$ cat config.mk
export PLATFORM = sky130hd
export DESIGN_NAME = buffered_uart_fifo_pair
export DESIGN_NICKNAME = d
export VERILOG_FILES = /design/src/rtl/bufp_pkg.sv /design/src/rtl/bufp_ctrl.sv /design/src/rtl/bufp_dp.sv /design/src/rtl/buffered_uart_fifo_pair.sv
export SDC_FILE = /design/constraint.sdc
export NUM_CORES = 2
export LEC_CHECK = 0
export ABC_CLOCK_PERIOD_IN_PS = 9690
export BUFFER_PORTS_ARGS = -buffer_cell sky130_fd_sc_hd__buf_2
export CORE_ASPECT_RATIO = 1.2
export CORE_MARGIN = 5
export CORE_UTILIZATION = 50
export DETAILED_ROUTE_END_ITERATION = 8
export GPL_TIMING_DRIVEN = 0
export PLACE_DENSITY = 0.75
export SLEW_MARGIN = 20
export SYNTH_ARGS = -nofsm -noshare
export SYNTH_HDL_FRONTEND = slang
export SYNTH_HIERARCHICAL = 1
export SYNTH_SLANG_ARGS = --single-unit
$ cat constraint.sdc
create_clock -name aclk -period 9.69 [get_ports aclk]
set_clock_uncertainty 0.15 [all_clocks]
set_input_delay 0.4845 -clock aclk [delete_from_list [all_inputs] [get_ports aclk]]
set_output_delay 0.4845 -clock aclk [all_outputs]
set_load 0.005 [all_outputs]
$ cat src/rtl/bufp_pkg.sv
// shared types and codes for the uart buffer pair
package bufp_pkg;

    localparam int ACTION_W = 3;
    localparam int STATUS_W = 2;
    localparam int BYTE_W   = 8;

    localparam logic [ACTION_W-1:0] ACT_SEND    = 3'd0;
    localparam logic [ACTION_W-1:0] ACT_GET     = 3'd1;
    localparam logic [ACTION_W-1:0] ACT_PEEK    = 3'd2;
    localparam logic [ACTION_W-1:0] ACT_RX_BYTE = 3'd3;
    localparam logic [ACTION_W-1:0] ACT_TX_DONE = 3'd4;
    localparam logic [ACTION_W-1:0] ACT_RESET   = 3'd5;

    localparam logic [STATUS_W-1:0] STS_OK       = 2'd0;
    localparam logic [STATUS_W-1:0] STS_EMPTY    = 2'd1;
    localparam logic [STATUS_W-1:0] STS_FULL     = 2'd2;
    localparam logic [STATUS_W-1:0] STS_BAD_PORT = 2'd3;

    typedef struct packed {
        logic capture;
        logic commit;
    } bufp_cmd_t;

    typedef struct packed {
        logic out_busy;
    } bufp_sts_t;

endpackage

$ cat src/rtl/bufp_ctrl.sv
// request sequencer: capture, then execute once the result register is free
module bufp_ctrl (
    input  logic                aclk,
    input  logic                aresetn,
    input  logic                s_valid,
    output logic                s_ready,
    input  bufp_pkg::bufp_sts_t sts,
    output bufp_pkg::bufp_cmd_t cmd
);
    import bufp_pkg::*;

    typedef enum logic [1:0] {
        ST_IDLE = 2'b01,
        ST_EXEC = 2'b10
    } state_t;

    state_t state_reg, state_next;

    always_comb begin
        s_ready     = (state_reg == ST_IDLE);
        cmd.capture = 1'b0;
        cmd.commit  = 1'b0;
        state_next  = state_reg;
        case (state_reg)
            ST_IDLE: begin
                if (s_valid) begin
                    cmd.capture = 1'b1;
                    state_next  = ST_EXEC;
                end
            end
            ST_EXEC: begin
                if (!sts.out_busy) begin
                    cmd.commit = 1'b1;
                    state_next = ST_IDLE;
                end
            end
            default: begin
                state_next = ST_IDLE;
            end
        endcase
    end

    always_ff @(posedge aclk) begin
        if (!aresetn) begin
            state_reg <= ST_IDLE;
        end else begin
            state_reg <= state_next;
        end
    end

endmodule

$ cat src/rtl/bufp_dp.sv
// ring pointers, byte stores, request decode and result register
module bufp_dp #(
    parameter int DEPTH = 128
) (
    input  logic                          aclk,
    input  logic                          aresetn,
    input  bufp_pkg::bufp_cmd_t           cmd,
    output bufp_pkg::bufp_sts_t           sts,
    input  logic [bufp_pkg::ACTION_W-1:0] s_action,
    input  logic                          s_port,
    input  logic [bufp_pkg::BYTE_W-1:0]   s_data,
    output logic                          m_valid,
    input  logic                          m_ready,
    output logic [bufp_pkg::STATUS_W-1:0] m_status,
    output logic [bufp_pkg::BYTE_W-1:0]   m_byte_out,
    output logic                          m_tx_load,
    output logic                          m_tx_kick
);
    import bufp_pkg::*;

    localparam int AW = (DEPTH > 1) ? $clog2(DEPTH) : 1;
    localparam logic [AW-1:0] LAST = AW'(DEPTH - 1);

    function automatic logic [AW-1:0] ring_next(input logic [AW-1:0] p);
        ring_next = (p == LAST) ? '0 : p + 1'b1;
    endfunction

    logic [BYTE_W-1:0] tx_store [DEPTH];
    logic [BYTE_W-1:0] rx_store [DEPTH];

    logic [AW-1:0] tx_head_reg, tx_head_next, tx_tail_reg, tx_tail_next;
    logic [AW-1:0] rx_head_reg, rx_head_next, rx_tail_reg, rx_tail_next;
    logic          tx_busy_reg, tx_busy_next;

    logic [ACTION_W-1:0] action_reg;
    logic                port_reg;
    logic [BYTE_W-1:0]   data_reg;
    logic [BYTE_W-1:0]   tx_rd_reg, rx_rd_reg;

    logic                m_valid_reg, m_valid_next;
    logic [STATUS_W-1:0] status_reg, status_next;
    logic [BYTE_W-1:0]   byte_reg, byte_next;
    logic                load_reg, load_next;
    logic                kick_reg, kick_next;

    logic tx_we, rx_we;
    logic tx_full, tx_empty, rx_full, rx_empty;

    assign tx_full  = (ring_next(tx_head_reg) == tx_tail_reg);
    assign tx_empty = (tx_head_reg == tx_tail_reg);
    assign rx_full  = (ring_next(rx_head_reg) == rx_tail_reg);
    assign rx_empty = (rx_head_reg == rx_tail_reg);

    assign sts.out_busy = m_valid_reg && !m_ready;

    always_comb begin
        tx_head_next = tx_head_reg;
        tx_tail_next = tx_tail_reg;
        rx_head_next = rx_head_reg;
        rx_tail_next = rx_tail_reg;
        tx_busy_next = tx_busy_reg;
        status_next  = STS_OK;
        byte_next    = '0;
        load_next    = 1'b0;
        kick_next    = 1'b0;
        tx_we        = 1'b0;
        rx_we        = 1'b0;
        if (action_reg <= ACT_RESET && port_reg) begin
            status_next = STS_BAD_PORT;
        end else begin
            case (action_reg)
                ACT_SEND: begin
                    if (tx_full) begin
                        status_next = STS_FULL;
                    end else begin
                        tx_we        = 1'b1;
                        tx_head_next = ring_next(tx_head_reg);
                        if (!tx_busy_reg) begin
                            tx_busy_next = 1'b1;
                            kick_next    = 1'b1;
                        end
                    end
                end
                ACT_GET, ACT_PEEK: begin
                    if (rx_empty) begin
                        status_next = STS_EMPTY;
                    end else begin
                        byte_next = rx_rd_reg;
                        if (action_reg == ACT_GET) begin
                            rx_tail_next = ring_next(rx_tail_reg);
                        end
                    end
                end
                ACT_RX_BYTE: begin
                    if (rx_full) begin
                        status_next = STS_FULL;
                    end else begin
                        rx_we        = 1'b1;
                        rx_head_next = ring_next(rx_head_reg);
                    end
                end
                ACT_TX_DONE: begin
                    if (!tx_empty) begin
                        byte_next    = tx_rd_reg;
                        load_next    = 1'b1;
                        tx_tail_next = ring_next(tx_tail_reg);
                    end else begin
                        tx_busy_next = 1'b0;
                        status_next  = STS_EMPTY;
                    end
                end
                ACT_RESET: begin
                    tx_head_next = '0;
                    tx_tail_next = '0;
                    rx_head_next = '0;
                    rx_tail_next = '0;
                    tx_busy_next = 1'b0;
                end
                default: begin
                end
            endcase
        end
    end

    always_comb begin
        if (cmd.commit) begin
            m_valid_next = 1'b1;
        end else if (m_ready) begin
            m_valid_next = 1'b0;
        end else begin
            m_valid_next = m_valid_reg;
        end
    end

    // byte stores
    always_ff @(posedge aclk) begin
        if (cmd.commit && tx_we) begin
            tx_store[tx_head_reg] <= data_reg;
        end
        if (cmd.capture) begin
            tx_rd_reg <= tx_store[tx_tail_reg];
        end
    end

    always_ff @(posedge aclk) begin
        if (cmd.commit && rx_we) begin
            rx_store[rx_head_reg] <= data_reg;
        end
        if (cmd.capture) begin
            rx_rd_reg <= rx_store[rx_tail_reg];
        end
    end

    // request capture and result payload
    always_ff @(posedge aclk) begin
        if (cmd.capture) begin
            action_reg <= s_action;
            port_reg   <= s_port;
            data_reg   <= s_data;
        end
        if (cmd.commit) begin
            status_reg <= status_next;
            byte_reg   <= byte_next;
            load_reg   <= load_next;
            kick_reg   <= kick_next;
        end
    end

    always_ff @(posedge aclk) begin
        if (!aresetn) begin
            tx_head_reg <= '0;
            tx_tail_reg <= '0;
            rx_head_reg <= '0;
            rx_tail_reg <= '0;
            tx_busy_reg <= 1'b0;
            m_valid_reg <= 1'b0;
        end else begin
            if (cmd.commit) begin
                tx_head_reg <= tx_head_next;
                tx_tail_reg <= tx_tail_next;
                rx_head_reg <= rx_head_next;
                rx_tail_reg <= rx_tail_next;
                tx_busy_reg <= tx_busy_next;
            end
            m_valid_reg <= m_valid_next;
        end
    end

    assign m_valid    = m_valid_reg;
    assign m_status   = status_reg;
    assign m_byte_out = byte_reg;
    assign m_tx_load  = load_reg;
    assign m_tx_kick  = kick_reg;

endmodule

$ cat src/rtl/buffered_uart_fifo_pair.sv
// top level of the uart transmit and receive buffer pair
// Each request (send, get, peek, byte received, transmit complete, reset
// buffers) gives exactly one result. In the cycle a request is accepted
// both ring stores are read at their tail; the request then waits in the
// execute state while an earlier result is still held on m_valid without
// m_ready, and then executes and its result is loaded into the output
// register. So a new request can be accepted while a result waits. Each
// ring has DEPTH entries and holds DEPTH-1 bytes. No clearing pass is
// needed after reset.
module buffered_uart_fifo_pair #(
    parameter int DEPTH = 128
) (
    input  logic                          aclk,
    input  logic                          aresetn,
    input  logic                          s_valid,
    output logic                          s_ready,
    input  logic [bufp_pkg::ACTION_W-1:0] s_action,
    input  logic                          s_port,
    input  logic [bufp_pkg::BYTE_W-1:0]   s_data,
    output logic                          m_valid,
    input  logic                          m_ready,
    output logic [bufp_pkg::STATUS_W-1:0] m_status,
    output logic [bufp_pkg::BYTE_W-1:0]   m_byte_out,
    output logic                          m_tx_load,
    output logic                          m_tx_kick
);
    import bufp_pkg::*;

    bufp_cmd_t cmd;
    bufp_sts_t sts;

    bufp_ctrl u_ctrl (
        .aclk    (aclk),
        .aresetn (aresetn),
        .s_valid (s_valid),
        .s_ready (s_ready),
        .sts     (sts),
        .cmd     (cmd)
    );

    bufp_dp #(
        .DEPTH (DEPTH)
    ) u_dp (
        .aclk       (aclk),
        .aresetn    (aresetn),
        .cmd        (cmd),
        .sts        (sts),
        .s_action   (s_action),
        .s_port     (s_port),
        .s_data     (s_data),
        .m_valid    (m_valid),
        .m_ready    (m_ready),
        .m_status   (m_status),
        .m_byte_out (m_byte_out),
        .m_tx_load  (m_tx_load),
        .m_tx_kick  (m_tx_kick)
    );

endmodule

# Word-level counts from Yosys, hierarchy flattened
# Memories as Yosys holds them, arrays and structs flattened. A register that Yosys moved wholly into a read port is not among the register bits.
# Index checks and enable logic that the tools add are counted.
[classes]
add_sub_neg = 4
mul = 0
div = 0
order_cmp = 1
n_eq_ne = 23
n_shift = 0
n_mux = 45
bitwise_logic = 3
n_reduce_logical = 21
[op_table]
columns = ["operator", "count"]
rows = [
  ["two-way mux 7 bit", 9],
  ["case mux 7 bit (2 select lines)", 4],
  ["adder 7 x 1 -> 7 bit, second input constant", 4],
  ["== test 7 bit", 4],
  ["== test 7 bit, second input constant", 4],
  ["two-way mux 1 bit", 22],
  ["two-way mux 8 bit", 2],
  ["case mux 8 bit (2 select lines)", 1],
  ["!= test 2 bit, second input constant", 6],
  ["AND reduction 4 bit", 3],
  ["AND reduction 5 bit", 2],
  ["nonzero test 2 bit", 5],
  ["two-way mux 2 bit", 4],
  ["case mux 2 bit (4 select lines)", 1],
  ["== test 3 x 2 -> 1 bit, second input constant", 2],
  ["== test 3 bit, second input constant", 2],
  ["logical AND 1 bit", 4],
  ["!= test 2 x 1 -> 1 bit, second input constant", 2],
  ["case mux 2 bit (2 select lines)", 1],
  ["OR reduction 2 bit", 2],
  ["== test 3 x 1 -> 1 bit, second input constant", 1],
  ["<= comparator 3 bit, second input constant", 1],
  ["zero test 3 bit", 1],
  ["inverter 1 bit", 3],
  ["7 further kinds", 7],
]
[totals]
regBits = 56
latchBits = 0
mem_bits_rw = 2048
rom_bits = 0
wordCells = 113
n_memories = 2
[memory_table]
columns = ["memory", "depth", "word_bits", "rd", "rd_ports_with_merged_regs", "wr", "line", "rtl"]
rows = [
  ["u_dp.rx_store", 128, 8, 1, 1, 1, "bufp_dp.sv:29", "logic [BYTE_W-1:0] rx_store [DEPTH];"],
  ["u_dp.tx_store", 128, 8, 1, 1, 1, "bufp_dp.sv:28", "logic [BYTE_W-1:0] tx_store [DEPTH];"],
]

# Logic depth before layout (Yosys ltp)
[depth]
ltp_word = 9
mapped_depth = 12
depth_no_buf = 8

# Modules after synthesis
# Netlist, hierarchy kept.
[modules_own_cells]
columns = ["module", "n_inst", "cells_each", "area_per_inst_um2", "seq_area_each_um2"]
rows = [
  ["bufp_dp", 1, 3805, 82728.1, 63300.7],
  ["bufp_ctrl", 1, 8, 83.8, 40.0],
]

# Worst setup path before layout
# Ideal clock, no wire load.
[synth_timing]
path_type = "reg2reg"
startpoint = "register u_dp.data_reg[0]"
endpoint = "memory u_dp.rx_store[0][0] (data pin)"
setup_time_ns = 0.817
arrival_time_ns = 3.228
required_time_ns = 8.723
path_slack_ns = 5.494
stages_incl_launch_ff = 1
path_buffers = 0
synth_period_minus_slack_ns = 4.196
cell_sequence = "edfxtp_1"
[synth_lines]
columns = ["item", "line", "rtl"]
rows = [
  ["start, declared", "bufp_dp.sv:37", "logic [BYTE_W-1:0] data_reg;"],
  ["start signal, assigned", "bufp_dp.sv:159", "data_reg <= s_data;"],
  ["end, declared", "bufp_dp.sv:29", ""],
]
# Straight into the memory's write port.

# Final worst setup path
[layout_timing]
startpoint = "register u_dp.rx_head_reg[5]"
endpoint = "memory u_dp.rx_store[73][7] (enable)"
[layout_between]
elab_chain_len = 9
elab_cells_between_ends = 10
classes_between = "add/sub: 1; eq/ne: 2; mux: 6; reduce/logical: 1"
[layout_lines]
columns = ["item", "line", "rtl"]
rows = [
  ["start, declared", "bufp_dp.sv:32", "logic [AW-1:0] rx_head_reg, rx_head_next, rx_tail_reg, rx_tail_next;"],
  ["start signal, assigned", "bufp_dp.sv:181", "rx_head_reg <= rx_head_next;"],
  ["adder 7 x 1 -> 7 bit / == test 7 bit (equally long branches)", "bufp_dp.sv:25", "ring_next = (p == LAST) ? '0 : p + 1'b1;"],
  ["two-way mux 7 bit", "bufp_dp.sv:25", ""],
  ["== test 7 bit", "bufp_dp.sv:51", "assign rx_full = (ring_next(rx_head_reg) == rx_tail_reg);"],
  ["two-way mux 1 bit", "bufp_dp.sv:95", "if (rx_full) begin"],
  ["two-way mux 1 bit", "bufp_dp.sv:71", "case (action_reg)"],
  ["two-way mux 1 bit", "bufp_dp.sv:68", "if (action_reg <= ACT_RESET && port_reg) begin"],
  ["logical AND 1 bit", "bufp_dp.sv:146", "if (cmd.commit && rx_we) begin"],
  ["two-way mux 1 bit", "bufp_dp.sv:146", ""],
  ["two-way mux 1 bit (not written as such)", "bufp_dp.sv:147", "rx_store[rx_head_reg] <= data_reg;"],
]
# Parallel ways exist; a longest one is shown, timed or not.

==> results summary <==
The run finished with clean final reports. The area inside the core boundary is 0.165 mm2. The worst path needs between 4 and 5 ns of the cycle, external delays included. The mapped cell area came out at between 0.08 and 0.09 mm2. The critical path is of the register to register type.

The count of nets left with antenna violations once routing finished came out at 0. The initial standard-cell utilization of the core came out at 0.503. The count of buffer and inverter cells on the critical path is 4. The count of distinct cell types in the synthesized netlist came out at a little under 70. The final weighted congestion in routability-driven placement is about 0.98. The peak supply drop is about 190 uV.

The design draws 18.3 mW. At the worst endpoint, the required time is 10.03 ns. The average instance in the mapped netlist occupies between 20 and 25 um2.

The maximum achievable frequency came out at roughly 210 MHz. The register clock-pin slew on the reported worst setup and hold paths came out at approximately 0.06 ns. The area added between synthesis and finish came out at 13.6%.

Pin placement for this block handled 30 I/O pins. In this run the most critical hold path is launched from s_data[0]. The worst register-to-register path ends at u_dp/rx_store[73][7]$_DFFE_PP_. In this run the horizontal extent of the chip is between 300 and 400 um. Headroom to the max-slew limit came out at 0.181. In the global route stage, overall resource usage came out at 0.229. At the pin with the least slew margin, the transition time is 1.23 ns.

Yosys mapped a number of flops with a built-in enable equal to ~2,100. The launch point of the worst reg-to-reg path is u_dp/rx_head_reg[5]$_SDFFE_PN0P_. The mean routed wirelength per cell is about 31 um.

The placement row count is 163. The final-report max-slew violation count is 0. The worst reg-to-reg setup slack came out at about 4.9 ns.

The number of global-route vias before repair was approximately 42,000. The share of final-layout standard cells stronger than drive strength 1 is 0.261. The final-layout setup total negative slack came out at 0 ns. Setup repair after global routing left no endpoint under its margin. The cell sitting at the root of the clock tree is a sky130_fd_sc_hd__clkbuf_16.

The die covers 0.174 mm2. The stage delay of the slowest cell on the critical path came out at 0.85 ns. The number of setup buffers added after CTS came out at 0. The total CTS buffers came out at slightly below 200. STA classifies the critical path endpoint as a register. The path class of the tightest hold or removal check is input pin to register.

The sort of element at the start of the critical path is a register. The detailed placement HPWL is about 130,000 um. Of the available clock period, the critical path in the final layout requires 0.490. TritonCTS built the clock tree. The port buffer count came out at 29.

Among cell families on the critical path, the largest total delay comes from simple AND/OR/NAND/NOR gates. The final-report setup violation count is 0. Entering global routing, the biggest net connects 30 pins. The post-cts sizing count came out at 0. For this design, the slowest cell found on the critical path is sky130_fd_sc_hd__nor2_1. Summed over all layers, the global routing overflow is 0. The detailed router's first-iteration violation count came out at between 5,000 and 6,000. The initial antenna violation count was 2. The fill cell total of the finished layout is 11,397. The async set or reset register ratio after synthesis came out at 0.

For this design the static power due to leakage is roughly 28 nW. The via total after detailed routing is between 40,000 and 50,000. For this run, the leading register cell type out of synthesis is sky130_fd_sc_hd__edfxtp_1. The top cell types in the final layout, fill and taps aside, are sky130_fd_sc_hd__edfxtp_1 (2,088), sky130_fd_sc_hd__mux4_2 (608), sky130_fd_sc_hd__nor2_1 (332).

The via density per instance came out at around 6.4. The number of hold-repair buffers added at the cts stage came out at 16. The net count of the mapped netlist is 3,833. The total length of routed wires is 200,000 um. Synthesis handed over a netlist of roughly 3,800 instances. Across the run, the number of max-cap violations was 0. The clock latency at the later pin of the worst-skew pair is roughly 0.87 ns. The number of buffers on the longest clock path is 3. The data arrival time of the critical path is slightly above 5 ns. The signal on the critical path passes through buf_2 > and2_0 > clkbuf_1 > nand2_1 > o2111ai_1 > o211a_1 > nor3_2 > or4b_2 > clkbuf_1 > buf_2 > nor2_1. In this run the worst path has a maximum fanout of 10. The number of flip-flops and latches in the synthesized netlist came out at ~2,100. The number of endpoints with negative hold slack in the final report is 0. The largest registers in the layout are u_dp/rx_store (1024), u_dp/tx_store (1024). The wire length of the first global-routing pass is 290,000 um.

The total power density per cell area came out at between 150 and 200 mW/mm2. The library cell used most frequently in the layout, excluding fill and tap cells, is sky130_fd_sc_hd__edfxtp_1. In this run the number of cells on the critical path is 11.

The number of antenna repair diodes came out at 0. The worst hold path was traced through 2 stages. For this run, the share of the core covered by cells in the final layout is 0.571.

The count of synthesis-stage warnings from yosys came out at 6. The number of cells traversed by the worst register-to-register path came out at 11. The number of remaining DRC errors is 0.

The y dimension of the die is around 460 um. The share of synthesized area occupied by flip-flops and latches is 0.765. The number of H-tree branching levels is 4. The worst hold path terminates at u_dp/data_reg[0]$_DFFE_PP_. The first-pass iteration count of the detailed router came out at 6.

The number of nets in the final layout came out at approximately 4,200. Clock tree synthesis found a total of approximately 2,100 sinks.
[layout make-up]
type	instances	area, um2	area share
Buffer	229	1020	0.0109
Inverter	11	41.3	0.000439
Timing Repair Buffer	141	1820	0.0194
Clock inverter	117	1490	0.0159
Sequential cell	2120	63300	0.673
Clock buffer	247	5220	0.0555
Multi-Input combinational cell	1453	18400	0.196
Tap cell	2145	2680	0.0285
[layer usage]
| metal | global-route usage | wire [um] | up-vias |
|---|---|---|---|
| met1 | 0.300 | 71600 | 21685 |
| met5 | 0 | 13 | - |
| met4 | 0.109 | 11300 | 2 |
| met3 | 0.0467 | 19200 | 544 |
| met2 | 0.371 | 97700 | 2531 |
| li1 | - | - | 16613 |
[worst max-delay path by stage]
stage                                                 from                             end  slack [ns]
final                     u_dp/rx_head_reg[5]$_SDFFE_PN0P_  u_dp/rx_store[73][7]$_DFFE_PP_        4.94
after global routing      u_dp/rx_head_reg[4]$_SDFFE_PN0P_  u_dp/rx_store[92][0]$_DFFE_PP_        4.97
after CTS                 u_dp/rx_tail_reg[2]$_SDFFE_PN0P_     u_dp/rx_rd_reg[4]$_DFFE_PP_        4.91
after detailed placement  u_dp/rx_tail_reg[2]$_SDFFE_PN0P_     u_dp/rx_rd_reg[4]$_DFFE_PP_        5.00
after global placement          u_dp/data_reg[1]$_DFFE_PP_  u_dp/tx_store[64][1]$_DFFE_PP_        1.75
after floorplan                 u_dp/data_reg[0]$_DFFE_PP_   u_dp/rx_store[0][0]$_DFFE_PP_        5.49
[cell families after synthesis]
| logic type | after synthesis | synth area share |
|---|---|---|
| muxes | 676 | 0.174 |
| and+or+nand+nor | 600 | 0.0329 |
| xor gates and xnor gates | 33 | 0.00349 |
| buffers and inverters | 240 | 0.0127 |
| DFF | 2120 | 0.765 |
| adders and majority gates | 4 | 0.000604 |
| AOI/OAI and AO/OA | 140 | 0.0119 |
[synthesized netlist by cell type, types with 12 or more instances]
cell                       count  share of area
sky130_fd_sc_hd__nand2_1      89         0.0040
sky130_fd_sc_hd__xnor2_1      19         0.0020
sky130_fd_sc_hd__buf_2        55         0.0033
sky130_fd_sc_hd__and3_1       12        0.00091
sky130_fd_sc_hd__a31oi_1      36         0.0027
sky130_fd_sc_hd__nor2_1      332          0.015
sky130_fd_sc_hd__buf_1        49         0.0022
sky130_fd_sc_hd__dfxtp_1      32         0.0077
sky130_fd_sc_hd__nand4_1      21         0.0016
sky130_fd_sc_hd__a21oi_1      16        0.00097
sky130_fd_sc_hd__nand3_1      55         0.0033
sky130_fd_sc_hd__a22oi_1      41         0.0037
sky130_fd_sc_hd__nor2b_1      16         0.0012
sky130_fd_sc_hd__edfxtp_1   2088           0.76
sky130_fd_sc_hd__mux2i_1      68         0.0082
sky130_fd_sc_hd__mux4_2      608           0.17
sky130_fd_sc_hd__clkbuf_1    111         0.0050
sky130_fd_sc_hd__xor2_1       14         0.0015
[metrics by stage]
step | setup slack [ns] | hold slack, ns | instances | cell area, um2
finish | 4.94 | 0.175 | 6463 | 94100
detailed placement | 5.00 | 0.315 | 6083 | 87200
CTS | 4.91 | 0.115 | 6463 | 94000
floorplan | 5.49 | 0.298 | 3813 | 82800
global route | 4.97 | 0.156 | 6463 | 94100
global placement | 1.75 | 0.312 | 5987 | 85600
[where the power goes]
part,switching (mW),internal (mW),leakage (nW)
logic,0.208,0.0876,5.77
clock network,3.37,4.57,3.27
registers,0.0133,10.1,19.0
No activity file was read; power rests on OpenSTA's default activity.
